$ cat config.mk
export PLATFORM = sky130hd
export DESIGN_NAME = wildcard_byte_pattern_scanner_top
export DESIGN_NICKNAME = d
export VERILOG_FILES = /design/src/hdl/wbps_pkg.sv /design/src/hdl/wbps_cell.sv /design/src/hdl/wbps_result.sv /design/src/hdl/wildcard_byte_pattern_scanner_top.sv
export SDC_FILE = /design/constraint.sdc
export NUM_CORES = 2
export LEC_CHECK = 0
export ABC_AREA = 1
export BUFFER_PORTS_ARGS = -buffer_cell sky130_fd_sc_hd__buf_2
export CAP_MARGIN = 15
export CORE_AREA = 2 2 575 577
export CTS_BUF_LIST = sky130_fd_sc_hd__clkbuf_4
export CTS_CLUSTER_SIZE = 40
export DETAILED_ROUTE_END_ITERATION = 12
export DIE_AREA = 0 0 577 579
export MAX_ROUTING_LAYER = met4
export PLACE_DENSITY = 0.49
export SYNTH_ARGS = -nofsm -noshare
export SYNTH_HDL_FRONTEND = slang
export SYNTH_SLANG_ARGS = --single-unit
$ cat constraint.sdc
create_clock -name clk -period 8.6 [get_ports clk]
set_input_delay 0.43 -clock clk [delete_from_list [all_inputs] [get_ports clk]]
set_output_delay 0.43 -clock clk [all_outputs]
set_load 0.05 [all_outputs]
$ cat src/hdl/wbps_pkg.sv
`timescale 1ns / 1ps

package wbps_pkg;

	// Operation codes carried by an input word.
	typedef enum logic [1:0] {
		OP_LOAD    = 2'd0,
		OP_SCAN    = 2'd1,
		OP_RESTART = 2'd2
	} op_t;

	localparam int unsigned LEN_W    = 9;
	localparam int unsigned OFFSET_W = 32;

	// One input word.
	typedef struct packed {
		op_t        op;
		logic [7:0] entry_index;
		logic [7:0] pattern_byte;
		logic       wildcard_req;
		logic [7:0] image_byte;
	} in_word_t;

	// One result word.
	typedef struct packed {
		logic                match_now;
		logic                found;
		logic [OFFSET_W-1:0] match_offset;
	} out_word_t;

	// Control broadcast to every cell of the chain.
	typedef struct packed {
		logic       load;
		logic       scan;
		logic       clear;
		logic [7:0] entry_index;
		logic [7:0] pattern_byte;
		logic       wildcard_req;
		logic [7:0] image_byte;
	} cell_ctl_t;

	// Scan word waiting for its result to be resolved.
	typedef struct packed {
		logic                valid;
		logic [OFFSET_W-1:0] pos;
	} scan_tok_t;

endpackage

$ cat src/hdl/wbps_cell.sv
`timescale 1ns / 1ps

module wbps_cell #(
	parameter int unsigned CELL_IDX = 0
) (
	input  logic                clk,
	input  logic                arst_n,
	input  wbps_pkg::cell_ctl_t ctl,
	input  logic                prev_match,
	output logic                match
);

	logic [7:0] byte_q;
	logic       wild_q;
	logic       match_q;
	logic       hit;

	// Pattern entry storage, written when the load index selects this cell.
	always_ff @(posedge clk) begin
		if (ctl.load && (32'(ctl.entry_index) == CELL_IDX)) begin
			byte_q <= ctl.pattern_byte;
			wild_q <= ctl.wildcard_req;
		end
	end

	assign hit = wild_q | (byte_q == ctl.image_byte);

	// Partial match bit: the neighbor's bit shifts in, gated by this entry.
	always_ff @(posedge clk or negedge arst_n) begin
		if (!arst_n) begin
			match_q <= 1'b0;
		end else if (ctl.clear) begin
			match_q <= 1'b0;
		end else if (ctl.scan) begin
			match_q <= prev_match & hit;
		end
	end

	assign match = match_q;

endmodule

$ cat src/hdl/wbps_result.sv
`timescale 1ns / 1ps

module wbps_result #(
	parameter int unsigned MAX_PATTERN = 256,
	parameter int unsigned IDX_W       = 8
) (
	input  logic                  clk,
	input  logic                  arst_n,
	input  logic [MAX_PATTERN-1:0] match_vec,
	input  logic [IDX_W-1:0]      sel_idx,
	input  wbps_pkg::scan_tok_t   tok,
	input  logic                  clear,
	input  logic                  out_stall,
	output logic                  out_free,
	output logic                  out_valid,
	output wbps_pkg::out_word_t   out_word
);

	logic                          out_valid_q;
	wbps_pkg::out_word_t           out_word_q;
	logic                          found_q;
	logic [wbps_pkg::OFFSET_W-1:0] offset_q;
	logic                          hit;
	logic                          take;
	logic [wbps_pkg::OFFSET_W-1:0] start_pos;

	assign out_free  = ~out_valid_q | ~out_stall;
	assign take      = tok.valid & out_free;
	assign hit       = match_vec[sel_idx] & ~found_q;
	assign start_pos = tok.pos - wbps_pkg::OFFSET_W'(sel_idx);

	// Sticky found flag and latched start offset; a restart clears both.
	always_ff @(posedge clk or negedge arst_n) begin
		if (!arst_n) begin
			found_q  <= 1'b0;
			offset_q <= '0;
		end else if (clear) begin
			found_q  <= 1'b0;
			offset_q <= '0;
		end else if (take && hit) begin
			found_q  <= 1'b1;
			offset_q <= start_pos;
		end
	end

	// Output register holds a word until the receiver takes it.
	always_ff @(posedge clk or negedge arst_n) begin
		if (!arst_n) begin
			out_valid_q <= 1'b0;
		end else if (take) begin
			out_valid_q <= 1'b1;
		end else if (!out_stall) begin
			out_valid_q <= 1'b0;
		end
	end

	always_ff @(posedge clk) begin
		if (take) begin
			out_word_q.match_now    <= hit;
			out_word_q.found        <= found_q | hit;
			out_word_q.match_offset <= hit ? start_pos : offset_q;
		end
	end

	assign out_valid = out_valid_q;
	assign out_word  = out_word_q;

endmodule

$ cat src/hdl/wildcard_byte_pattern_scanner_top.sv
`timescale 1ns / 1ps

// Channel  Direction  Handshake          Payload
// cfg      in         cfg_wr_en          cfg_wr_data: pattern_length
// in       in         in_valid/in_stall  in_word: op, entry, byte, wildcard, image byte
// out      out        out_valid/out_stall out_word: match_now, found, match_offset
//
// One word is accepted per cycle unless in_stall is high; scan results are registered.
// The chain of cells updates the whole match vector in the cycle a scan word is accepted;
// the result stage picks the bit at the pattern length and updates the found state.
// Reset clears the match vector, position, found state and sets the length to 1;
// pattern entries are not cleared and must be loaded before scanning.
// A stalled output holds its word; input stalls only while a scan word waits behind it.

module wildcard_byte_pattern_scanner_top #(
	parameter int unsigned MAX_PATTERN = 256
) (
	input  logic                             clk,
	input  logic                             arst_n,
	input  logic                             cfg_wr_en,
	input  logic [wbps_pkg::LEN_W-1:0]       cfg_wr_data,
	input  logic                             in_valid,
	output logic                             in_stall,
	input  wbps_pkg::in_word_t               in_word,
	output logic                             out_valid,
	input  logic                             out_stall,
	output wbps_pkg::out_word_t              out_word
);

	localparam int unsigned IDX_W = (MAX_PATTERN > 1) ? $clog2(MAX_PATTERN) : 1;
	localparam logic [10:0] MAX_L = 11'(MAX_PATTERN);

	logic [wbps_pkg::LEN_W-1:0]    len_q;
	logic [IDX_W-1:0]              sel_idx;
	logic                          in_fire;
	wbps_pkg::cell_ctl_t           ctl;
	logic [wbps_pkg::OFFSET_W-1:0] pos_q;
	logic                          scan_valid_s1;
	logic [wbps_pkg::OFFSET_W-1:0] scan_pos_s1;
	wbps_pkg::scan_tok_t           tok;
	logic                          out_free;
	logic [MAX_PATTERN-1:0]        match_vec;
	logic [MAX_PATTERN:0]          chain;

	// Pattern length register.
	always_ff @(posedge clk or negedge arst_n) begin
		if (!arst_n) begin
			len_q <= wbps_pkg::LEN_W'(1);
		end else if (cfg_wr_en) begin
			len_q <= cfg_wr_data;
		end
	end

	// Index of the last pattern entry in use, with the length clamped to 1..MAX_PATTERN.
	always_comb begin
		if (len_q == '0) begin
			sel_idx = '0;
		end else if (11'(len_q) > MAX_L) begin
			sel_idx = IDX_W'(MAX_L - 11'd1);
		end else begin
			sel_idx = IDX_W'(len_q - wbps_pkg::LEN_W'(1));
		end
	end

	// Input handshake and operation decode.
	assign in_stall = scan_valid_s1 & ~out_free;
	assign in_fire  = in_valid & ~in_stall;

	always_comb begin
		ctl              = '0;
		ctl.entry_index  = in_word.entry_index;
		ctl.pattern_byte = in_word.pattern_byte;
		ctl.wildcard_req = in_word.wildcard_req;
		ctl.image_byte   = in_word.image_byte;
		unique case (in_word.op)
			wbps_pkg::OP_LOAD:    ctl.load  = in_fire;
			wbps_pkg::OP_SCAN:    ctl.scan  = in_fire;
			wbps_pkg::OP_RESTART: ctl.clear = in_fire;
			default:              ctl       = ctl;
		endcase
	end

	// Scan position counter.
	always_ff @(posedge clk or negedge arst_n) begin
		if (!arst_n) begin
			pos_q <= '0;
		end else if (ctl.clear) begin
			pos_q <= '0;
		end else if (ctl.scan) begin
			pos_q <= pos_q + wbps_pkg::OFFSET_W'(1);
		end
	end

	// Scan word waiting for the result stage.
	always_ff @(posedge clk or negedge arst_n) begin
		if (!arst_n) begin
			scan_valid_s1 <= 1'b0;
		end else if (ctl.scan) begin
			scan_valid_s1 <= 1'b1;
		end else if (out_free) begin
			scan_valid_s1 <= 1'b0;
		end
	end

	always_ff @(posedge clk) begin
		if (ctl.scan) begin
			scan_pos_s1 <= pos_q;
		end
	end

	assign tok.valid = scan_valid_s1;
	assign tok.pos   = scan_pos_s1;

	// Chain of cells; the first cell always sees a match ahead of it.
	assign chain[0] = 1'b1;

	for (genvar k = 0; k < MAX_PATTERN; k++) begin : g_cell
		wbps_cell #(
			.CELL_IDX(k)
		) u_cell (
			.clk       (clk),
			.arst_n    (arst_n),
			.ctl       (ctl),
			.prev_match(chain[k]),
			.match     (chain[k+1])
		);
		assign match_vec[k] = chain[k+1];
	end

	wbps_result #(
		.MAX_PATTERN(MAX_PATTERN),
		.IDX_W      (IDX_W)
	) u_result (
		.clk      (clk),
		.arst_n   (arst_n),
		.match_vec(match_vec),
		.sel_idx  (sel_idx),
		.tok      (tok),
		.clear    (ctl.clear),
		.out_stall(out_stall),
		.out_free (out_free),
		.out_valid(out_valid),
		.out_word (out_word)
	);

endmodule
Word-level counts from Yosys, hierarchy flattened. Cells that the tools add are included.

Bits in registers: 2702. Input bits: 41. Word-level logic and storage cells: 2612.

Add/sub/neg operators: 3. Magnitude comparators: 2. Equal/unequal tests: 514. Multiplexer cells: 530. Bitwise gates (word level): 522. Reductions and logical operators: 263.

Operators by type and width (number): 8-bit equality test (256); 8-bit equality test, second input constant (128); 1-bit two-way mux (522); 8-bit by 7-bit equality test with 1-bit output, second input constant (64); 1-bit bitwise AND (259); 1-bit OR (258); 1-bit logical AND (257); 8-bit by 6-bit equality test with 1-bit output, second input constant (32); 32-bit two-way mux (5); 8-bit by 5-bit equality test with 1-bit output, second input constant (16); 8-bit by 4-bit equality test with 1-bit output, second input constant (8); 32-bit by 1-bit adder with 32-bit output, second input constant (1); 8-bit by 3-bit equality test with 1-bit output, second input constant (4); 32-bit by 8-bit subtractor with 32-bit output (1); 8-bit by 2-bit equality test with 1-bit output, second input constant (2); 8-bit two-way mux (2); 9-bit > comparator, second input constant (1); 9-bit zero test (1); 8-bit by 9-bit < comparator with 1-bit output, second input constant (1); 1-bit binary-select mux with 8-bit select (1); 8-bit by 1-bit equality test with 1-bit output, second input constant (1); 8-bit zero test (1); 8-bit by 1-bit subtractor with 8-bit output, second input constant (1); 2-bit nonzero test (3); 5 further kinds (9).

Depth between registers and ports, before layout.
Word-level depth: 9. Gate-level depth with buffers: 23. Depth with buffers taken out: 22.

Modules after synthesis. From an unflattened synthesis, not the netlist that was laid out.

Cell total of the unflattened synthesis: 14494. Area, all modules: 134326.3 um^2.

By module, submodules not included: wbps_cell (g_cell[101].u_cell ...) (instances 34, cells each 51, area an instance 485.5 um^2); wbps_cell (g_cell[119].u_cell ...) (instances 22, cells each 51, area an instance 483.0 um^2); wbps_cell (g_cell[103].u_cell ...) (instances 18, cells each 52, area an instance 486.7 um^2); wbps_cell (g_cell[133].u_cell ...) (instances 18, cells each 51, area an instance 486.7 um^2); wbps_cell (g_cell[111].u_cell ...) (instances 17, cells each 51, area an instance 484.2 um^2); wbps_cell (g_cell[109].u_cell ...) (instances 17, cells each 50, area an instance 480.5 um^2); wbps_result (instances 1, cells each 1026, area an instance 6333.6 um^2); wbps_cell (g_cell[147].u_cell ...) (instances 12, cells each 51, area an instance 494.2 um^2); wbps_cell (g_cell[100].u_cell ...) (instances 12, cells each 53, area an instance 490.5 um^2); wbps_cell (g_cell[10].u_cell ...) (instances 11, cells each 50, area an instance 484.2 um^2); wbps_cell (g_cell[21].u_cell ...) (instances 10, cells each 51, area an instance 488.0 um^2); wbps_cell (g_cell[11].u_cell ...) (instances 10, cells each 50, area an instance 481.7 um^2); wbps_cell (g_cell[197].u_cell ...) (instances 9, cells each 50, area an instance 483.0 um^2); wbps_cell (g_cell[132].u_cell ...) (instances 9, cells each 51, area an instance 481.7 um^2); 14 more rows.

Worst setup path after synthesis. Ideal clock, no wire load.

Kind: reg2reg. From: reg len_q[0] (netlist bit). To: reg u_result.out_word_q (netlist bit u_result.out_word[28]) (data pin). Library setup time: 252 ps. Arrival: 3985 ps. Path slack: 4363 ps. Stages on the path, launching flop included: 24. Period minus slack after synthesis: 4237 ps. Path through: dfstp_2 -> inv_1 -> ha_1 -> nand2_1 -> nor2_2 -> nand3_4 -> inv_1 -> a21oi_4 -> inv_2 -> clkbuf_1 -> ha_1 -> a21oi_1 -> o21ai_0 -> a21boi_0 -> nor3_1 -> nor2_1 -> nand2_1 -> nor3_1 -> nand2_1 -> nor3_1 -> nand4_1 -> xor2_1 -> nand2_1 -> nand2_1.

Word-level cells in the longest chain between the ends: 7. Elaborated cells between the ends (all ways): 10. Classes of those cells: 2 x add/sub; 1 x order compare; 5 x mux; 1 x bitwise; 1 x reduce/logical.

RTL lines: from (decl) (line wildcard_byte_pattern_scanner_top.sv:33) `logic [wbps_pkg::LEN_W-1:0] len_q;`; from (signal assigned) (line wildcard_byte_pattern_scanner_top.sv:48) `len_q <= wbps_pkg::LEN_W'(1);`; from (signal assigned) (line wildcard_byte_pattern_scanner_top.sv:50) `len_q <= cfg_wr_data;`; 8-bit by 1-bit subtractor with 8-bit output or 9-bit > comparator (tied branches) (line wildcard_byte_pattern_scanner_top.sv:61, wildcard_byte_pattern_scanner_top.sv:58); 8-bit two-way mux (line wildcard_byte_pattern_scanner_top.sv:58) `end else if (11'(len_q) > MAX_L) begin`; 8-bit two-way mux * (line wildcard_byte_pattern_scanner_top.sv:56) `if (len_q == '0) begin`; 1-bit binary-select mux with 8-bit select (line wbps_result.sv:29) `assign hit = match_vec[sel_idx] & ~found_q;`; 1-bit two-way mux (not written as such) (line wbps_result.sv:29); 1-bit bitwise AND (line wbps_result.sv:29); 32-bit two-way mux * (line wbps_result.sv:61) `out_word_q.match_offset <= hit ? start_pos : offset_q;`; to (decl) (line wbps_result.sv:20) `wbps_pkg::out_word_t out_word_q;`.

Mark *: on every way between the ends. The rest lies on a longest branch, timed or not. The select of a mux whose other input is x is not followed. A chain may end at the register's enable or synchronous reset.

Worst setup path after layout.
From: reg len_q[0] (netlist bit). To: reg u_result.out_word_q (netlist bit u_result.out_word[26]) (data pin).

The elaborated chain is that of the path after synthesis.

==> results.py <==
metrics = {
    "place": {
        "place_congestion": 0.818,
        "dp_hpwl_mm": 186,
        "portBuffers": 76,
    },
    "detailed_routing": {
        "drt-vias-per-instance": 5.06,
        "wirelength_mm": 351,
        "first_pass_iters": 5,
        "route.detailed.drc": 0,
        "vias": 70000,
        "wire_per_inst_um": 25.4,
        "ant_nets": 0,
        "drt_iter0_drc": 5598,
    },
    "synth": {
        "syn-cell-area_mm2": 0.114,
        "synth_warnings": 0,
        "yosysTopAreaCellShare_pct": 62.3,
        "synth_area_leaders": "edfxtp_1 (62%), xnor2_1 (10%), dfrtp_1 (7.2%)",
        "syn-instance-count": 8255,
        "ys_seq_area_share_pct": 69.5,
        "synth_cell_types": 48,
        "async_reset_ff_share_pct": 12.3,
        "synth_seq_cells": 2702,
        "ys.flop_type": "edfxtp_1",
        "synth_fp_nets": 8307,
        "avgSynthCellArea_um2": 13.8,
        "synth-edff-count": 2370,
        "synth_top_cell_by_area": "edfxtp_1",
    },
    "clock_network": {
        "post_cts_buffers": 0,
        "postCtsHoldBufs": 99,
        "cts_sinks": 2702,
        "numCtsBuffers": 712,
        "htreeDepth": 6,
        "clock_latency_ns": 1.55,
        "path_clk_slew_ns": 0.07,
        "cts_tree": "done",
        "cts_resized": 0,
        "clock_path_buffers": 4,
        "root_buffer": "clkbuf_4",
    },
    "final_layout": {
        "layout_common_cells": "edfxtp_1 (2370), xnor2_1 (1308), clkbuf_4 (1133)",
        "nets": 8919,
        "synthToLayoutAreaGrowth_pct": 14.7,
        "final_core_util_pct": 39.9,
        "layout_commonest_cell": "edfxtp_1",
        "n_fill_cell": 30900,
        "drive_gt1_share_pct": 18.3,
    },
    "setup_path": {
        "slowest_stage": "clkinv_2",
        "crit-reg2reg-launch": "len_q[0]",
        "max_stage_delay_ns": 1.10,
        "crit_arrival_ns": 8.35,
        "crit_chain": "inv_1, ha_1, nand2_1, o21ai_4, nand2_1, nand2_4, clkinv_2, nand3_1, nand3_1, nand3_1, nand3_1, nand3_1, nand3_1, nand3_1, nand2_2, nor2_8, inv_2, nand2_1, nand2_1",
        "criticalPathCategory": "register to register",
        "worst_setup_path_start_kind": "register",
        "cp.required_ns": 9.87,
        "startpoint": "len_q[0]",
        "cp-end-kind": "register",
        "worst-path-max-fanout": 73,
        "crit_top_cell": "nand3_1",
    },
    "timing": {
        "hold_viol": 0,
        "finalSetupTns_ns": 0,
        "skew_ns": 0.105,
        "period_needed_ns": 7.07,
        "slew_headroom_pct": 14.3,
        "worst_pin_slew_ns": 1.27,
        "setup_viol": 0,
        "drv_slew": 0,
        "max_freq_mhz": 141,
        "rsz0062_at_grt": "no",
        "finalCritPeriodShare_pct": 82.2,
    },
    "worst_hold_path": {
        "holdCritPathClass": "input pin to register",
        "hold_start": "in_word[3]",
    },
    "floorplan": {
        "die_h_um": 579,
        "rows": 211,
        "die_w_um": 577,
        "dieArea_mm2": 0.334,
        "initial_core_util_pct": 34.8,
        "core_mm2": 0.329,
        "ios": 77,
    },
    "global_routing": {
        "grt_util_met1_pct": 27.9,
        "grt_pass1_wl_mm": 503,
        "grt-busiest-layer": "met2",
        "antenna_found_initial": 28,
        "met3_usage_pct": 2.80,
        "grt_usage_pct": 21.4,
        "met2_usage_pct": 35.0,
        "grt_max_degree": 167,
        "grt_pass1_vias": 69900,
        "grt-ovfl-total": 0,
    },
    "job": {
        "maxCapViolCount": 0,
    },
    "power_and_ir_drop": {
        "worst_ir_drop_vdd_mv": 0.123,
        "cellLeakagePower_nw": 43.8,
        "powerDensity_mw_per_mm2": 215,
        "p_total_mw": 28.2,
    },
    "run_status": {
        "status": "completed",
    },
}
==> power by group <==
part           switching (mW)  total, mW  internal, mW
registers              0.0349       14.4          14.3
clock network            5.45       11.8          6.39
logic                    1.45       1.99         0.547
total                    6.93       28.2          21.3
==> logic make-up after synthesis <==
group / after synthesis / synth area share [%]
fa+ha+maj: 11 / 0.127
buf+inv: 647 / 2.21
compound gates: 613 / 4.08
mux: 2 / 0.0186
xor+xnor: 1824 / 14.0
flops: 2702 / 69.5
simple gates: 2456 / 10.1
==> worst max-delay path: cells and delay by family, from the launching register on <==
| kind | cells | cell delay, ns |
|---|---|---|
| simple gates | 14 | 3.48 |
| buf+inv | 3 | 1.71 |
| compound gates | 1 | 0.82 |
| flops | 1 | 0.38 |
| fa+ha+maj | 1 | 0.25 |
==> worst paths after layout <==
| check | to | slack, ns | depth (start not counted) |
|---|---|---|---|
| worst min register to register | g_cell[0].u_cell.match | 0.44 | 2 |
| worst max-delay path | u_result.out_word[26] | 1.53 | 19 |
| max in group asynchronous | g_cell[77].u_cell.match | 6.36 | 6 |
| min in group asynchronous | g_cell[44].u_cell.match | 0.60 | 5 |
| worst max register to register | u_result.out_word[26] | 1.53 | 19 |
| worst min-delay path | g_cell[8].u_cell.match | 0.21 | 6 |
==> final cells by class <==
class / count / area (um2) / area share [%]
clock buffers: 1133 / 8510 / 6.49
flip-flops and latches: 2702 / 79500 / 60.6
diodes: 14 / 35.0 / 0.0267
well taps: 4366 / 5460 / 4.17
repair buffers: 325 / 3140 / 2.40
multi-input cells: 4906 / 32400 / 24.8
inverters: 220 / 835 / 0.637
clock inverters: 165 / 1160 / 0.886
==> metal layers <==
metal	share of wire, %	vias to the layer above	wire (um)
li1	-	31400	-
met1	44	36000	155000
met2	49	2128	170000
met3	5.1	508	17800
met4	2.3	0	8120
met5	0	-	0
==> metrics by stage <==
step                instances  setup slack [ns]  cell area, um2  hold WS [ns]
floorplan                8255              4.36          114000         0.134
global placement        12400              1.85          120000         0.448
detailed placement      12400              1.59          120000         0.450
CTS                     13800              1.59          131000       0.00385
global route            13800             0.959          131000         0.151
finish                  13800              1.53          131000         0.205
==> cells in the mapped netlist, types with 2 or more instances <==
cell / number
buf_4: 8
nand4_1: 306
or2_2: 256
xor2_1: 516
o31ai_1: 8
nand3_1: 458
nor3b_1: 2
inv_1: 213
inv_2: 5
buf_1: 95
clkinv_1: 2
ha_1: 10
clkbuf_1: 282
buf_6: 2
dfrtp_1: 331
nand2_1: 923
a21oi_1: 39
a41oi_1: 128
o41ai_1: 113
nor2_1: 316
xnor2_1: 1308
buf_2: 40
a32o_1: 113
o21ai_2: 3
edfxtp_1: 2370
nor3_1: 168
o21ai_1: 7
nor4_1: 18
o21ai_0: 170
a31oi_1: 2
o211ai_1: 23
nand2_2: 4
==> registers in the layout (all words and copies together), names as in the netlist <==
name and count:
u_result.out_word 34, u_result.out_valid 1, len_q 9, scan_pos_s1 32, g_cell.u_cell.match 256, pos_q 32
u_result.offset_q 32, g_cell.u_cell.wild_q 256, scan_valid_s1 1, g_cell.u_cell.byte_q 2048, u_result.found_q 1
(Power assumes the default switching activity.)
